File: src/hw/rtl/mpos_pkg.sv
// ----------------------------------------------------------------------------
// mpos_pkg: shared definitions for the polyphonic oscillator synthesizer
// Event and controller codes, waveform codes, configuration register indexes,
// sequencer states and the note pitch table.
// ----------------------------------------------------------------------------
package mpos_pkg;

    localparam int          CHANNELS     = 16;
    localparam logic [3:0]  PERC_CHANNEL = 4'd9;
    localparam logic [31:0] NOISE_SEED   = 32'h13579bdf;
    localparam logic [6:0]  VOL_DEFAULT  = 7'd100;
    localparam logic [6:0]  GAIN_MAX     = 7'd127;

    // Event codes carried in the mode field.
    localparam logic [2:0] MODE_TICK     = 3'd0;
    localparam logic [2:0] MODE_NOTE_ON  = 3'd1;
    localparam logic [2:0] MODE_NOTE_OFF = 3'd2;
    localparam logic [2:0] MODE_PROGRAM  = 3'd3;
    localparam logic [2:0] MODE_CTRL     = 3'd4;
    localparam logic [2:0] MODE_SILENCE  = 3'd5;
    localparam logic [2:0] MODE_RESTART  = 3'd6;
    localparam logic [2:0] MODE_UNUSED   = 3'd7;

    // Controller numbers that have an effect.
    localparam logic [6:0] CC_VOLUME  = 7'd7;
    localparam logic [6:0] CC_ALL_OFF = 7'd123;

    // Waveform codes.
    localparam logic [2:0] WAVE_TRI    = 3'd0;
    localparam logic [2:0] WAVE_SQUARE = 3'd1;
    localparam logic [2:0] WAVE_SAW    = 3'd2;
    localparam logic [2:0] WAVE_PULSE  = 3'd3;
    localparam logic [2:0] WAVE_NOISE  = 3'd4;

    // Configuration register indexes.
    localparam logic [1:0] CFG_MASTER = 2'd0;
    localparam logic [1:0] CFG_PERC   = 2'd1;
    localparam logic [1:0] CFG_HALF   = 2'd2;

    // x / 100 for x below 16384 is (x * 5243) >> 19.
    localparam logic [17:0] DIV100_RECIP = 18'd5243;
    localparam int          DIV100_SHIFT = 19;

    typedef enum logic [3:0] {
        ST_IDLE,
        ST_PICK,
        ST_START,
        ST_SEL,
        ST_G1,
        ST_G2,
        ST_G3,
        ST_G4,
        ST_G5,
        ST_WAVE,
        ST_ACC,
        ST_OUT
    } state_t;

    function automatic logic [31:0] base_step(input logic [3:0] r);
        logic [31:0] s;
        case (r)
            4'd0:    s = 32'd796279;
            4'd1:    s = 32'd843631;
            4'd2:    s = 32'd893796;
            4'd3:    s = 32'd946939;
            4'd4:    s = 32'd1003255;
            4'd5:    s = 32'd1062913;
            4'd6:    s = 32'd1126119;
            4'd7:    s = 32'd1193088;
            4'd8:    s = 32'd1264052;
            4'd9:    s = 32'd1339218;
            4'd10:   s = 32'd1418887;
            4'd11:   s = 32'd1503294;
            default: s = 32'd0;
        endcase
        return s;
    endfunction

    // Phase step of a note: the base step of its pitch class shifted by its
    // octave. The octave is note / 12, taken as (note * 43) >> 9.
    function automatic logic [31:0] pitch_step(input logic [6:0] note, input logic half);
        logic [12:0] prod;
        logic [3:0]  oct;
        logic [6:0]  rem;
        logic [31:0] s;
        prod = 13'(note) * 13'd43;
        oct  = prod[12:9];
        rem  = note - 7'({3'b000, oct} * 7'd12);
        s    = base_step(rem[3:0]) << oct;
        if (half)
        begin
            s = s << 1;
        end
        return s;
    endfunction

endpackage

File: src/hw/rtl/mpos_mul.sv
// ----------------------------------------------------------------------------
// mpos_mul: shared registered multiplier
// One signed 18 by 18 multiply per cycle, product registered.
// ----------------------------------------------------------------------------
module mpos_mul
(
    input  logic                clk,
    input  logic signed [17:0]  a,
    input  logic signed [17:0]  b,
    output logic signed [35:0]  prod
);

    logic signed [35:0] prod_reg;

    always_ff @(posedge clk)
    begin
        prod_reg <= a * b;
    end

    assign prod = prod_reg;

endmodule

File: src/hw/rtl/midi_polyphonic_oscillator_synth.sv
// ----------------------------------------------------------------------------
// midi_polyphonic_oscillator_synth: polyphonic MIDI oscillator synthesizer
// Event decoder, voice allocator and sample renderer around one multiplier.
// ----------------------------------------------------------------------------
// A user sees one input word per MIDI event or sample tick. Events that only
// touch channel or voice flags (note off, program, controllers, silence,
// restart, note on with velocity zero) finish in the cycle they are accepted,
// so the block is ready again in the next cycle. A note on scans the voices
// one per cycle to pick one, then writes it. A sample tick walks the voices
// in turn; an inactive voice only passes through state SEL, while an active
// voice goes through SEL, G1, G2, G3, WAVE and ACC (and G4 and G5 as well on
// channel nine), because the gain product, the percussion percentage and the
// wave times gain all go through the single shared multiplier in turn. The
// finished sample sits in an output register; events are taken while it
// waits, and only the next tick holds at its end until the previous sample
// has been taken. Configuration writes are always accepted and take effect
// at once.
// ----------------------------------------------------------------------------
module midi_polyphonic_oscillator_synth
    import mpos_pkg::*;
#(
    parameter int VOICES = 9
)
(
    input  logic                clk,
    input  logic                rst_n,
    input  logic                in_valid,
    output logic                in_ready,
    input  logic [2:0]          mode,
    input  logic [3:0]          channel,
    input  logic [6:0]          key,
    input  logic [6:0]          value,
    output logic                out_valid,
    input  logic                out_ready,
    output logic signed [15:0]  sample,
    input  logic                cfg_valid,
    output logic                cfg_ready,
    input  logic [1:0]          cfg_index,
    input  logic [6:0]          cfg_data
);

    localparam int IDX_W = (VOICES > 1) ? $clog2(VOICES) : 1;
    localparam logic [IDX_W-1:0] LAST_IDX = IDX_W'(VOICES - 1);
    localparam int ACC_W = 24;

    // Configuration registers.
    logic [6:0] master_reg;
    logic [6:0] perc_reg;
    logic       half_reg;

    // Voice and channel state.
    logic [31:0] phase_reg   [VOICES];
    logic [31:0] step_reg    [VOICES];
    logic [31:0] age_reg     [VOICES];
    logic [6:0]  note_reg    [VOICES];
    logic [3:0]  vchan_reg   [VOICES];
    logic [6:0]  vel_reg     [VOICES];
    logic [2:0]  wf_reg      [VOICES];
    logic [VOICES-1:0] active_reg;
    logic [6:0]  chvol_reg   [CHANNELS];
    logic [6:0]  prog_reg    [CHANNELS];
    logic [31:0] counter_reg;
    logic [31:0] noise_reg;

    // Sequencer and working registers.
    state_t            state_reg, state_next;
    logic [IDX_W-1:0]  idx_reg;
    logic [IDX_W-1:0]  old_reg;
    logic [IDX_W-1:0]  pick_reg;
    logic [3:0]        ch_reg;
    logic [6:0]        key_reg;
    logic [6:0]        val_reg;
    logic [6:0]        gain_reg;
    logic signed [ACC_W-1:0] acc_reg;
    logic signed [15:0] sample_reg;
    logic              out_valid_reg;

    logic signed [17:0] mul_a;
    logic signed [17:0] mul_b;
    logic signed [35:0] prod;

    logic              is_last;
    logic              found;
    logic [IDX_W-1:0]  old_cand;
    logic              out_free;
    logic              in_fire;
    logic [6:0]        gain_g3;
    logic [8:0]        gain_q;
    logic [6:0]        gain_g5;
    logic [31:0]       noise_a;
    logic [31:0]       noise_b;
    logic [31:0]       noise_c;
    logic [31:0]       ph;
    logic signed [17:0] tri_lin;
    logic signed [17:0] wave;
    logic signed [ACC_W-1:0] term;
    logic signed [15:0] mix_clamped;

    mpos_mul u_mul
    (
        .clk  (clk),
        .a    (mul_a),
        .b    (mul_b),
        .prod (prod)
    );

    assign in_ready  = (state_reg == ST_IDLE);
    assign in_fire   = in_valid && in_ready;
    assign cfg_ready = 1'b1;
    assign out_valid = out_valid_reg;
    assign sample    = sample_reg;
    assign out_free  = !out_valid_reg || out_ready;

    assign is_last  = (idx_reg == LAST_IDX);
    assign found    = !active_reg[idx_reg]
                    || (vchan_reg[idx_reg] == ch_reg && note_reg[idx_reg] == key_reg);
    assign old_cand = (age_reg[idx_reg] < age_reg[old_reg]) ? idx_reg : old_reg;

    // Gain after the master volume multiply is bits 20:14 of the product.
    assign gain_g3 = prod[20:14];
    assign gain_q  = prod[DIV100_SHIFT+8:DIV100_SHIFT];
    assign gain_g5 = (gain_q > 9'(GAIN_MAX)) ? GAIN_MAX : gain_q[6:0];

    // One xorshift step of the shared noise register.
    assign noise_a = noise_reg ^ (noise_reg << 13);
    assign noise_b = noise_a ^ (noise_a >> 17);
    assign noise_c = noise_b ^ (noise_b << 5);

    assign ph      = phase_reg[idx_reg];
    assign tri_lin = $signed({1'b0, ph[31:16], 1'b0});

    always_comb
    begin
        case (wf_reg[idx_reg])
            WAVE_TRI:
            begin
                if (!ph[31])
                begin
                    wave = tri_lin - 18'sd32768;
                end
                else
                begin
                    wave = 18'sd98303 - tri_lin;
                end
            end
            WAVE_SQUARE: wave = ph[31] ? 18'sd32767 : -18'sd32768;
            WAVE_SAW:    wave = 18'($signed(ph[31:16]));
            WAVE_PULSE:  wave = (ph[31:29] == 3'd0) ? 18'sd32767 : -18'sd16384;
            default:     wave = 18'($signed(noise_c[31:16]));
        endcase
    end

    // Voice output is the product shifted right with floor rounding.
    assign term = ACC_W'(prod >>> 11);

    always_comb
    begin
        if (acc_reg > ACC_W'(32767))
        begin
            mix_clamped = 16'sh7fff;
        end
        else if (acc_reg < -ACC_W'(32768))
        begin
            mix_clamped = -16'sh8000;
        end
        else
        begin
            mix_clamped = acc_reg[15:0];
        end
    end

    // Next state and multiplier operands.
    always_comb
    begin
        state_next = state_reg;
        mul_a      = '0;
        mul_b      = '0;
        case (state_reg)
            ST_IDLE:
            begin
                if (in_valid)
                begin
                    if (mode == MODE_TICK)
                    begin
                        state_next = ST_SEL;
                    end
                    else if (mode == MODE_NOTE_ON && value != 7'd0)
                    begin
                        state_next = ST_PICK;
                    end
                end
            end
            ST_PICK:
            begin
                if (found || is_last)
                begin
                    state_next = ST_START;
                end
            end
            ST_START:
            begin
                state_next = ST_IDLE;
            end
            ST_SEL:
            begin
                if (active_reg[idx_reg])
                begin
                    state_next = ST_G1;
                end
                else if (is_last)
                begin
                    state_next = ST_OUT;
                end
            end
            ST_G1:
            begin
                mul_a      = 18'($unsigned(vel_reg[idx_reg]));
                mul_b      = 18'($unsigned(chvol_reg[vchan_reg[idx_reg]]));
                state_next = ST_G2;
            end
            ST_G2:
            begin
                mul_a      = prod[17:0];
                mul_b      = 18'($unsigned(master_reg));
                state_next = ST_G3;
            end
            ST_G3:
            begin
                if (vchan_reg[idx_reg] == PERC_CHANNEL)
                begin
                    mul_a      = 18'($unsigned(gain_g3));
                    mul_b      = 18'($unsigned(perc_reg));
                    state_next = ST_G4;
                end
                else
                begin
                    state_next = ST_WAVE;
                end
            end
            ST_G4:
            begin
                mul_a      = prod[17:0];
                mul_b      = DIV100_RECIP;
                state_next = ST_G5;
            end
            ST_G5:
            begin
                state_next = ST_WAVE;
            end
            ST_WAVE:
            begin
                mul_a      = wave;
                mul_b      = 18'($unsigned(gain_reg));
                state_next = ST_ACC;
            end
            ST_ACC:
            begin
                state_next = is_last ? ST_OUT : ST_SEL;
            end
            ST_OUT:
            begin
                if (out_free)
                begin
                    state_next = ST_IDLE;
                end
            end
            default:
            begin
                state_next = ST_IDLE;
            end
        endcase
    end

    always_ff @(posedge clk or negedge rst_n)
    begin
        if (!rst_n)
        begin
            state_reg <= ST_IDLE;
        end
        else
        begin
            state_reg <= state_next;
        end
    end

    // Configuration registers.
    always_ff @(posedge clk or negedge rst_n)
    begin
        if (!rst_n)
        begin
            master_reg <= 7'd64;
            perc_reg   <= 7'd100;
            half_reg   <= 1'b0;
        end
        else if (cfg_valid)
        begin
            case (cfg_index)
                CFG_MASTER: master_reg <= cfg_data;
                CFG_PERC:   perc_reg   <= cfg_data;
                CFG_HALF:   half_reg   <= cfg_data[0];
                default:    ;
            endcase
        end
    end

    // Output register: loaded at the end of a tick, cleared when taken.
    always_ff @(posedge clk or negedge rst_n)
    begin
        if (!rst_n)
        begin
            out_valid_reg <= 1'b0;
        end
        else if (state_reg == ST_OUT && out_free)
        begin
            out_valid_reg <= 1'b1;
        end
        else if (out_ready)
        begin
            out_valid_reg <= 1'b0;
        end
    end

    always_ff @(posedge clk)
    begin
        if (state_reg == ST_OUT && out_free)
        begin
            sample_reg <= mix_clamped;
        end
    end

    // Velocity of the note being started, captured at accept time.
    always_ff @(posedge clk)
    begin
        if (in_fire)
        begin
            val_reg <= value;
        end
    end

    // Voice, channel and working state.
    always_ff @(posedge clk or negedge rst_n)
    begin
        if (!rst_n)
        begin
            for (int i = 0; i < VOICES; i++)
            begin
                phase_reg[i] <= '0;
                step_reg[i]  <= '0;
                age_reg[i]   <= '0;
                note_reg[i]  <= '0;
                vchan_reg[i] <= '0;
                vel_reg[i]   <= '0;
                wf_reg[i]    <= '0;
            end
            active_reg <= '0;
            for (int c = 0; c < CHANNELS; c++)
            begin
                chvol_reg[c] <= VOL_DEFAULT;
                prog_reg[c]  <= '0;
            end
            counter_reg <= '0;
            noise_reg   <= NOISE_SEED;
            idx_reg     <= '0;
            old_reg     <= '0;
            pick_reg    <= '0;
            ch_reg      <= '0;
            key_reg     <= '0;
            gain_reg    <= '0;
            acc_reg     <= '0;
        end
        else
        begin
            case (state_reg)
                ST_IDLE:
                begin
                    if (in_fire)
                    begin
                        ch_reg   <= channel;
                        key_reg  <= key;
                        idx_reg  <= '0;
                        old_reg  <= '0;
                        pick_reg <= '0;
                        acc_reg  <= '0;
                        case (mode)
                            MODE_NOTE_ON, MODE_NOTE_OFF:
                            begin
                                // A note on with zero velocity is a release.
                                if (mode == MODE_NOTE_OFF || value == 7'd0)
                                begin
                                    for (int i = 0; i < VOICES; i++)
                                    begin
                                        if (vchan_reg[i] == channel && note_reg[i] == key)
                                        begin
                                            active_reg[i] <= 1'b0;
                                        end
                                    end
                                end
                            end
                            MODE_PROGRAM:
                            begin
                                prog_reg[channel] <= key;
                            end
                            MODE_CTRL:
                            begin
                                if (key == CC_VOLUME)
                                begin
                                    chvol_reg[channel] <= value;
                                end
                                else if (key == CC_ALL_OFF)
                                begin
                                    for (int i = 0; i < VOICES; i++)
                                    begin
                                        if (vchan_reg[i] == channel)
                                        begin
                                            active_reg[i] <= 1'b0;
                                        end
                                    end
                                end
                            end
                            MODE_SILENCE, MODE_RESTART:
                            begin
                                for (int i = 0; i < VOICES; i++)
                                begin
                                    phase_reg[i] <= '0;
                                    step_reg[i]  <= '0;
                                    age_reg[i]   <= '0;
                                    note_reg[i]  <= '0;
                                    vchan_reg[i] <= '0;
                                    vel_reg[i]   <= '0;
                                    wf_reg[i]    <= '0;
                                end
                                active_reg <= '0;
                                if (mode == MODE_RESTART)
                                begin
                                    for (int c = 0; c < CHANNELS; c++)
                                    begin
                                        chvol_reg[c] <= VOL_DEFAULT;
                                        prog_reg[c]  <= '0;
                                    end
                                end
                            end
                            default: ;
                        endcase
                    end
                end
                ST_PICK:
                begin
                    // First free or matching voice wins, else the oldest.
                    if (found)
                    begin
                        pick_reg <= idx_reg;
                    end
                    else
                    begin
                        old_reg  <= old_cand;
                        pick_reg <= old_cand;
                        if (!is_last)
                        begin
                            idx_reg <= idx_reg + 1'b1;
                        end
                    end
                end
                ST_START:
                begin
                    phase_reg[pick_reg]  <= '0;
                    step_reg[pick_reg]   <= pitch_step(key_reg, half_reg);
                    counter_reg          <= counter_reg + 32'd1;
                    age_reg[pick_reg]    <= counter_reg + 32'd1;
                    note_reg[pick_reg]   <= key_reg;
                    vchan_reg[pick_reg]  <= ch_reg;
                    vel_reg[pick_reg]    <= val_reg;
                    wf_reg[pick_reg]     <= (ch_reg == PERC_CHANNEL) ? WAVE_NOISE
                                          : {1'b0, prog_reg[ch_reg][5:4]};
                    active_reg[pick_reg] <= 1'b1;
                end
                ST_SEL:
                begin
                    if (!active_reg[idx_reg] && !is_last)
                    begin
                        idx_reg <= idx_reg + 1'b1;
                    end
                end
                ST_G3:
                begin
                    gain_reg <= gain_g3;
                end
                ST_G5:
                begin
                    gain_reg <= gain_g5;
                end
                ST_WAVE:
                begin
                    phase_reg[idx_reg] <= ph + step_reg[idx_reg];
                    if (wf_reg[idx_reg] > WAVE_PULSE)
                    begin
                        noise_reg <= noise_c;
                    end
                end
                ST_ACC:
                begin
                    acc_reg <= acc_reg + term;
                    if (!is_last)
                    begin
                        idx_reg <= idx_reg + 1'b1;
                    end
                end
                default: ;
            endcase
        end
    end

    // The voice index never leaves the voice range.
    assert property (@(posedge clk) disable iff (!rst_n) idx_reg <= LAST_IDX)
        else $error("voice index out of range");

    // A tick always starts the sequencer on the following cycle.
    assert property (@(posedge clk) disable iff (!rst_n)
        (in_fire && mode == MODE_TICK) |=> (state_reg == ST_SEL))
        else $error("tick did not start the voice walk");

    // Gain is clamped at its maximum.
    assert property (@(posedge clk) disable iff (!rst_n)
        (state_reg == ST_WAVE) |-> (gain_reg <= GAIN_MAX))
        else $error("gain above maximum");

    // A new voice is active right after it is written.
    assert property (@(posedge clk) disable iff (!rst_n)
        (state_reg == ST_START) |=> active_reg[$past(pick_reg)])
        else $error("started voice not active");

endmodule
File: config.mk
export PLATFORM = sky130hd
export DESIGN_NAME = midi_polyphonic_oscillator_synth
export DESIGN_NICKNAME = d
export VERILOG_FILES = /design/src/hw/rtl/mpos_pkg.sv /design/src/hw/rtl/mpos_mul.sv /design/src/hw/rtl/midi_polyphonic_oscillator_synth.sv
export SDC_FILE = /design/constraint.sdc
export NUM_CORES = 2
export LEC_CHECK = 0
export BUFFER_PORTS_ARGS = -buffer_cell sky130_fd_sc_hd__buf_2
export CORE_ASPECT_RATIO = 1.4
export CORE_MARGIN = 1
export CORE_UTILIZATION = 53
export DETAILED_ROUTE_END_ITERATION = 8
export HOLD_SLACK_MARGIN = 0.05
export PLACE_DENSITY = 0.69
export SKIP_LAST_GASP = 1
export SYNTH_ARGS = -nofsm -noshare
export SYNTH_HDL_FRONTEND = slang
export SYNTH_SLANG_ARGS = --single-unit
File: constraint.sdc
create_clock -name clk -period 16.5 [get_ports clk]
set_input_delay 2.475 -clock clk [delete_from_list [all_inputs] [get_ports clk]]
set_output_delay 2.475 -clock clk [all_outputs]
set_load 0.02 [all_outputs]
# Yosys cells after proc, flatten, opt, wreduce, memory -nomap -nowiden
# Memories as Yosys holds them, arrays and structs flattened.
# Cells that the tools add are included.
classes:
  reduce_logical: 67
  mul: 3
  bitwise: 12
  muxes: 138
  shift: 1
  n_lt_le_gt_ge: 17
  eq_ne: 80
  addsub: 7
ops:
  columns: ["operator", "count"]
  rows:
  - ["one-hot mux 288 bit (2 select lines)", 2]
  - ["bitwise mux 288 bit", 3]
  - ["one-hot mux 288 bit (3 select lines)", 1]
  - ["two-way mux 288 bit", 2]
  - ["binary-select mux 32 bit (select 4 bit)", 4]
  - ["one-hot mux 112 bit (2 select lines)", 2]
  - ["two-way mux 32 bit", 13]
  - ["two-way mux 112 bit", 3]
  - ["bitwise AND 288 bit", 1]
  - ["inverter 288 bit", 1]
  - ["demux 32 bit (select 4 bit)", 2]
  - ["one-hot mux 63 bit (2 select lines)", 2]
  - ["bitwise mux 112 bit", 2]
  - ["one-hot mux 18 bit (4 select lines)", 2]
  - ["bitwise mux 63 bit", 2]
  - ["two-way mux 63 bit", 2]
  - ["binary-select mux 7 bit (select 4 bit)", 4]
  - ["two-way mux 7 bit", 11]
  - ["two-way mux 4 bit", 19]
  - ["two-way mux 36 bit", 2]
  - ["one-hot mux 36 bit (2 select lines)", 1]
  - ["AND reduction 8 bit", 9]
  - ["== test 7 bit", 10]
  - ["!= test 3 bit, second input constant", 22]
  - ["82 further kinds", 203]
word_totals:
  rom_bits: 336
  word_cells: 447
  output_inout_bits: 19
  inputBits: 35
  regBits: 1479
  n_memories: 1
memory_table:
  columns: ["memory", "words", "width", "read_ports", "rd_clocked_by_memory_dff", "write_ports", "line", "text"]
  rows:
  - ["(name not given)", 16, 21, 1, 0, 0, "mpos_pkg.sv:61", "case (r)"]

# Logic depth before layout (Yosys ltp)
depth:
  word_depth: 10
  mapped_depth: 37
  mapped_depth_nobuf: 33

# Hierarchy
# A second synthesis with hierarchy kept.
hier_totals:
  hier_cells: 8286
  area_unflattened_um2: 85967.4
modules_own_cells:
  columns: ["module", "cells_each", "seq_area_each_um2", "area_per_inst_um2", "instances"]
  rows:
  - ["midi_polyphonic_oscillator_synth", 6892, 34413.0, 72921.2, 1]
  - ["mpos_mul", 1394, 720.7, 13046.3, 1]

# Worst setup path after synthesis
# No wires, ideal clock.
synth_timing:
  path_type: "register to register"
  start: "reg idx_reg[0]"
  end: "reg u_mul.prod_reg[31] (netlist: u_mul.prod[31])"
  path_buffers: 4
  setup_slack_ns: 8.383
  synth_period_minus_slack_ns: 8.117
  arrival_time_ns: 7.994
  setup_time_ns: 0.123
  path_stages_with_launch: 34
  required_time_ns: 16.377
  cell_sequence: "dfrtp_1 buf_2 mux4_2 nand3_1 o31ai_2 or2_2 clkbuf_1 buf_2 o221ai_1 a21oi_1 o41ai_1 clkbuf_1 and2_1 fa_1 inv_1 fa_1 inv_1 fa_1 fa_1 fa_1 inv_1 fa_1 inv_1 ha_1 a21o_1 a21o_1 a21oi_1 o31ai_1 a21oi_1 o21ai_0 a41oi_1 a21oi_1 a41oi_1 xnor2_1"
synth_via:
  elab_chain_cells: 10
  elab_cells_between_ends: 34
  cone_classes: "2 x add/sub; 1 x mul; 4 x eq/ne; 23 x mux; 2 x bitwise; 2 x reduce/logical"
synth_lines:
  columns: ["element", "line", "text"]
  rows:
  - ["start: declaration", "midi_polyphonic_oscillator_synth.sv:67", "logic [IDX_W-1:0] idx_reg;"]
  - ["start signal: assignment", "midi_polyphonic_oscillator_synth.sv:459", "idx_reg <= idx_reg + 1'b1;"]
  - ["start signal: assignment", "midi_polyphonic_oscillator_synth.sv:480", "idx_reg <= idx_reg + 1'b1;"]
  - ["start signal: assignment", "midi_polyphonic_oscillator_synth.sv:504", "idx_reg <= idx_reg + 1'b1;"]
  - ["inverter 4 -> 5 bit (implied by the code) (*)", null, null]
  - ["branches (longest 8 deep; another with subtractor 17 x 16 -> 18 bit)", null, null]
  - ["multiplier 18 x 14 -> 32 bit (*)", "mpos_mul.sv:17", "prod_reg <= a * b;"]
  - ["end signal: assignment", "mpos_mul.sv:17", null]
  - ["end: declaration", "mpos_mul.sv:13", "logic signed [35:0] prod_reg;"]
# Every way passes the cells marked *. The select of a mux whose other input is x is not followed.
# A chain may end at the register's enable or synchronous reset.

# Final worst setup path
# Ends and elaborated chain as after synthesis.

==> reports/qor.csv <==
stage,metric,value,unit
die,dieArea,153000,um2
placement,place.port_buffers,52,
route,dr.pass1.iters,6,
sta,timing.final.crit_share,64.1,%
sta,skew,31.9,ps
sta,max_slew.worst_pin.slew,1240,ps
yosys,yosysTopAreaCell,dfrtp_1,
clock_network,post_cts_resized,0,
critical_path,worst_path_max_delay_cell,nor4_4,
route,ant_nets,0,
global_route,grt-ovfl-total,0,
sta,finalHoldViolCount,0,
clock_network,cts-htree-levels,4,
critical_path,start_kind,flip-flop,
sta,max_freq,94.5,MHz
critical_path,criticalPathCategory,reg2reg,
critical_path,crit_arrival,11270,ps
critical_path,r2r_slack,5920,ps
die,io_pins,54,
finish,drive_gt1_share,12.7,%
yosys,async_flop_share,96.1,%
sta,rsz0062_at_grt,false,
route,drc,0,
yosys,synth-xor-area-share,3.76,%
yosys,synth_flop_cell,dfrtp_1,
die,die_height,462,um
die,core-area,150000,um2
critical_path,critPathCaptureType,flip-flop,
yosys,synth_adder_area_share,7.43,%
critical_path,rr_worst_depth,32,
global_route,grt_first_pass_wirelength,403,mm
yosys,yosys.area.top_type_share,39.8,%
clock_network,clk_latency,810,ps
route,num_vias,63912,
yosys,synth_compound_area_share,21.9,%
finish,finalInstanceArea,87000,um2
global_route,grt_pass1_vias,65670,
route,drt_iter0_drc,6339,
critical_path,crit_buf_inv,7,
clock_network,cts_tree,yes,
critical_path,crit_top_cell,fa_1,
clock_network,cts_num_sinks,1399,
critical_path,critPathMaxStageDelay,900,ps
global_route,grt_max_degree,170,
min_path,hp-class,reg2reg,
sta,max-slew-margin-rel,16.9,%
finish,area_growth,8.70,%
die,die_w,331,um
placement,postPlaceCellArea,82100,um2
route,wire_per_inst,28.3,um
clock_network,cts_root_buf,clkbuf_16,
clock_network,cts_inserted_buffers,140,
finish,final_common_cell,dfrtp_1,
yosys,synth_cells,7405,
route,vias_per_cell,6.91,
yosys,synth_cell_types,112,
global_route,antenna_found_initial,5,
die,initial_core_util,53.4,%
sta,period_needed,10580,ps
yosys,synth.mux.area_fraction,10.4,%
critical_path,critical_path.endpoint,u_mul.prod[31]$_DFF_P_,
yosys,ys_seq_area_share,43.8,%
critical_path,cp-startpoint,idx_reg[0]$_DFFE_PN0P_,
flow_run,drv_cap,0,
yosys,yosys.area_share.simple,8.56,%
yosys,synth_top_family_by_area,compound AO/OA/AOI/OAI gates,
status,outcome,"finished, final reports clean",
yosys,yosys_warnings,0,
placement,post-dp-hpwl,163,mm
clock_network,clockBufferDepth,3,
critical_path,critical-path-top-delay-family,adder cells,
yosys,synth_enable_flop_cells,23,
finish,final_nets,7590,
clock_network,postCtsSetupRepairBufs,0,
sta,tns,0,ps
global_route,grtUsageTotal,34.6,%
finish,final_cell_mix,"1265 x dfrtp_1, 904 x a22o_1, 607 x nand2_1",
yosys,synth_fp_nets,7825,
yosys,syn_area,80100,um2
yosys,synthTopCellsByArea,"dfrtp_1 40%, a22o_1 9.9%, mux4_2 5.6%",
critical_path,required,17190,ps
die,rows,168,
clock_network,cts.hold.buffers_added,0,
critical_path,r2r_end,u_mul.prod[31]$_DFF_P_,
yosys,synth_seq_cells,1399,
placement,place_congestion,0.962,
sta,maxSlewViolCount,0,
sta,setup_viol,0,
critical_path,r2r_start,idx_reg[0]$_DFFE_PN0P_,
clock_network,clkTransAtPathRegs,70,ps
route,totalWireLength,262,mm
yosys,syn_avg_cell_area,10.8,um2
critical_path,path_depth,32,
critical_path,cp_max_fo,37,
per-layer routing:
layer	global-route usage, %	vias up	routed length [um]
li1	-	26958	-
met3	6.22	956	20200
met5	0	-	0
met2	56.5	3237	126000
met4	23.8	0	20100
met1	41.6	32761	95400
tightest hold or removal path: cells and delay by family, from the launching register on:
family | cells | cell delay, ps
flops | 1 | 340
compound gates | 1 | 50
simple gates | 1 | 50
cells in the mapped netlist, types with 78 or more instances:
library cell	number
xor2_1	169
dfrtp_1	1272
fa_1	151
nand3_1	106
inv_1	277
ha_1	234
a21o_1	78
mux4_2	198
nand2_1	619
xnor2_1	163
mux2i_1	305
and2_1	95
nor2_1	371
a22o_1	904
clkbuf_1	423
a21oi_1	294
o21ai_0	371
o22ai_1	118
stage by stage:
step,setup WS (ps),hold WS (ps),instances,utilization [%]
finish,5920,479,9247,58.1
floorplan,8380,443,7405,-
global route,5370,489,9244,58.1
detailed placement,6020,465,8983,54.8
global placement,6130,455,8983,54.8
CTS,5970,479,9243,58.1
cells by family (layout without fill, tap and decap cells):
kind of cell / Yosys count / count (layout)
AOI/OAI and AO/OA: 2346 / 2346
xor gates and xnor gates: 338 / 338
adders and majority gates: 385 / 385
buffers and inverters: 858 / 741
DFF: 1399 / 1399
muxes: 574 / 574
other: 1 / 5
and+or+nand+nor: 1504 / 1504
worst min path at each step:
stage,end,slack (ps),cells past startpoint,from
finish,step_reg[5]$_DFFE_PN0P_,480,2,step_reg[5]$_DFFE_PN0P_
global route,step_reg[5]$_DFFE_PN0P_,490,2,step_reg[5]$_DFFE_PN0P_
CTS,step_reg[50]$_DFFE_PN0P_,480,2,step_reg[50]$_DFFE_PN0P_
detailed placement,step_reg[83]$_DFFE_PN0P_,460,2,step_reg[83]$_DFFE_PN0P_
global placement,step_reg[83]$_DFFE_PN0P_,450,2,step_reg[83]$_DFFE_PN0P_
floorplan,step_reg[69]$_DFFE_PN0P_,440,2,step_reg[69]$_DFFE_PN0P_
layout make-up:
cell class / count / area [um2]
diodes: 4 / 10.0
flip-flops and latches: 1399 / 35100
clock inverters: 66 / 872
multi-input cells: 5148 / 42100
well taps: 1955 / 2450
repair buffers: 201 / 1480
fillers: 12427 / 62800
clock buffers: 194 / 4050
inverters: 280 / 1050
Power is not shown: default switching activity piles up to over one toggle a cycle in this logic, so the estimate is an artifact.
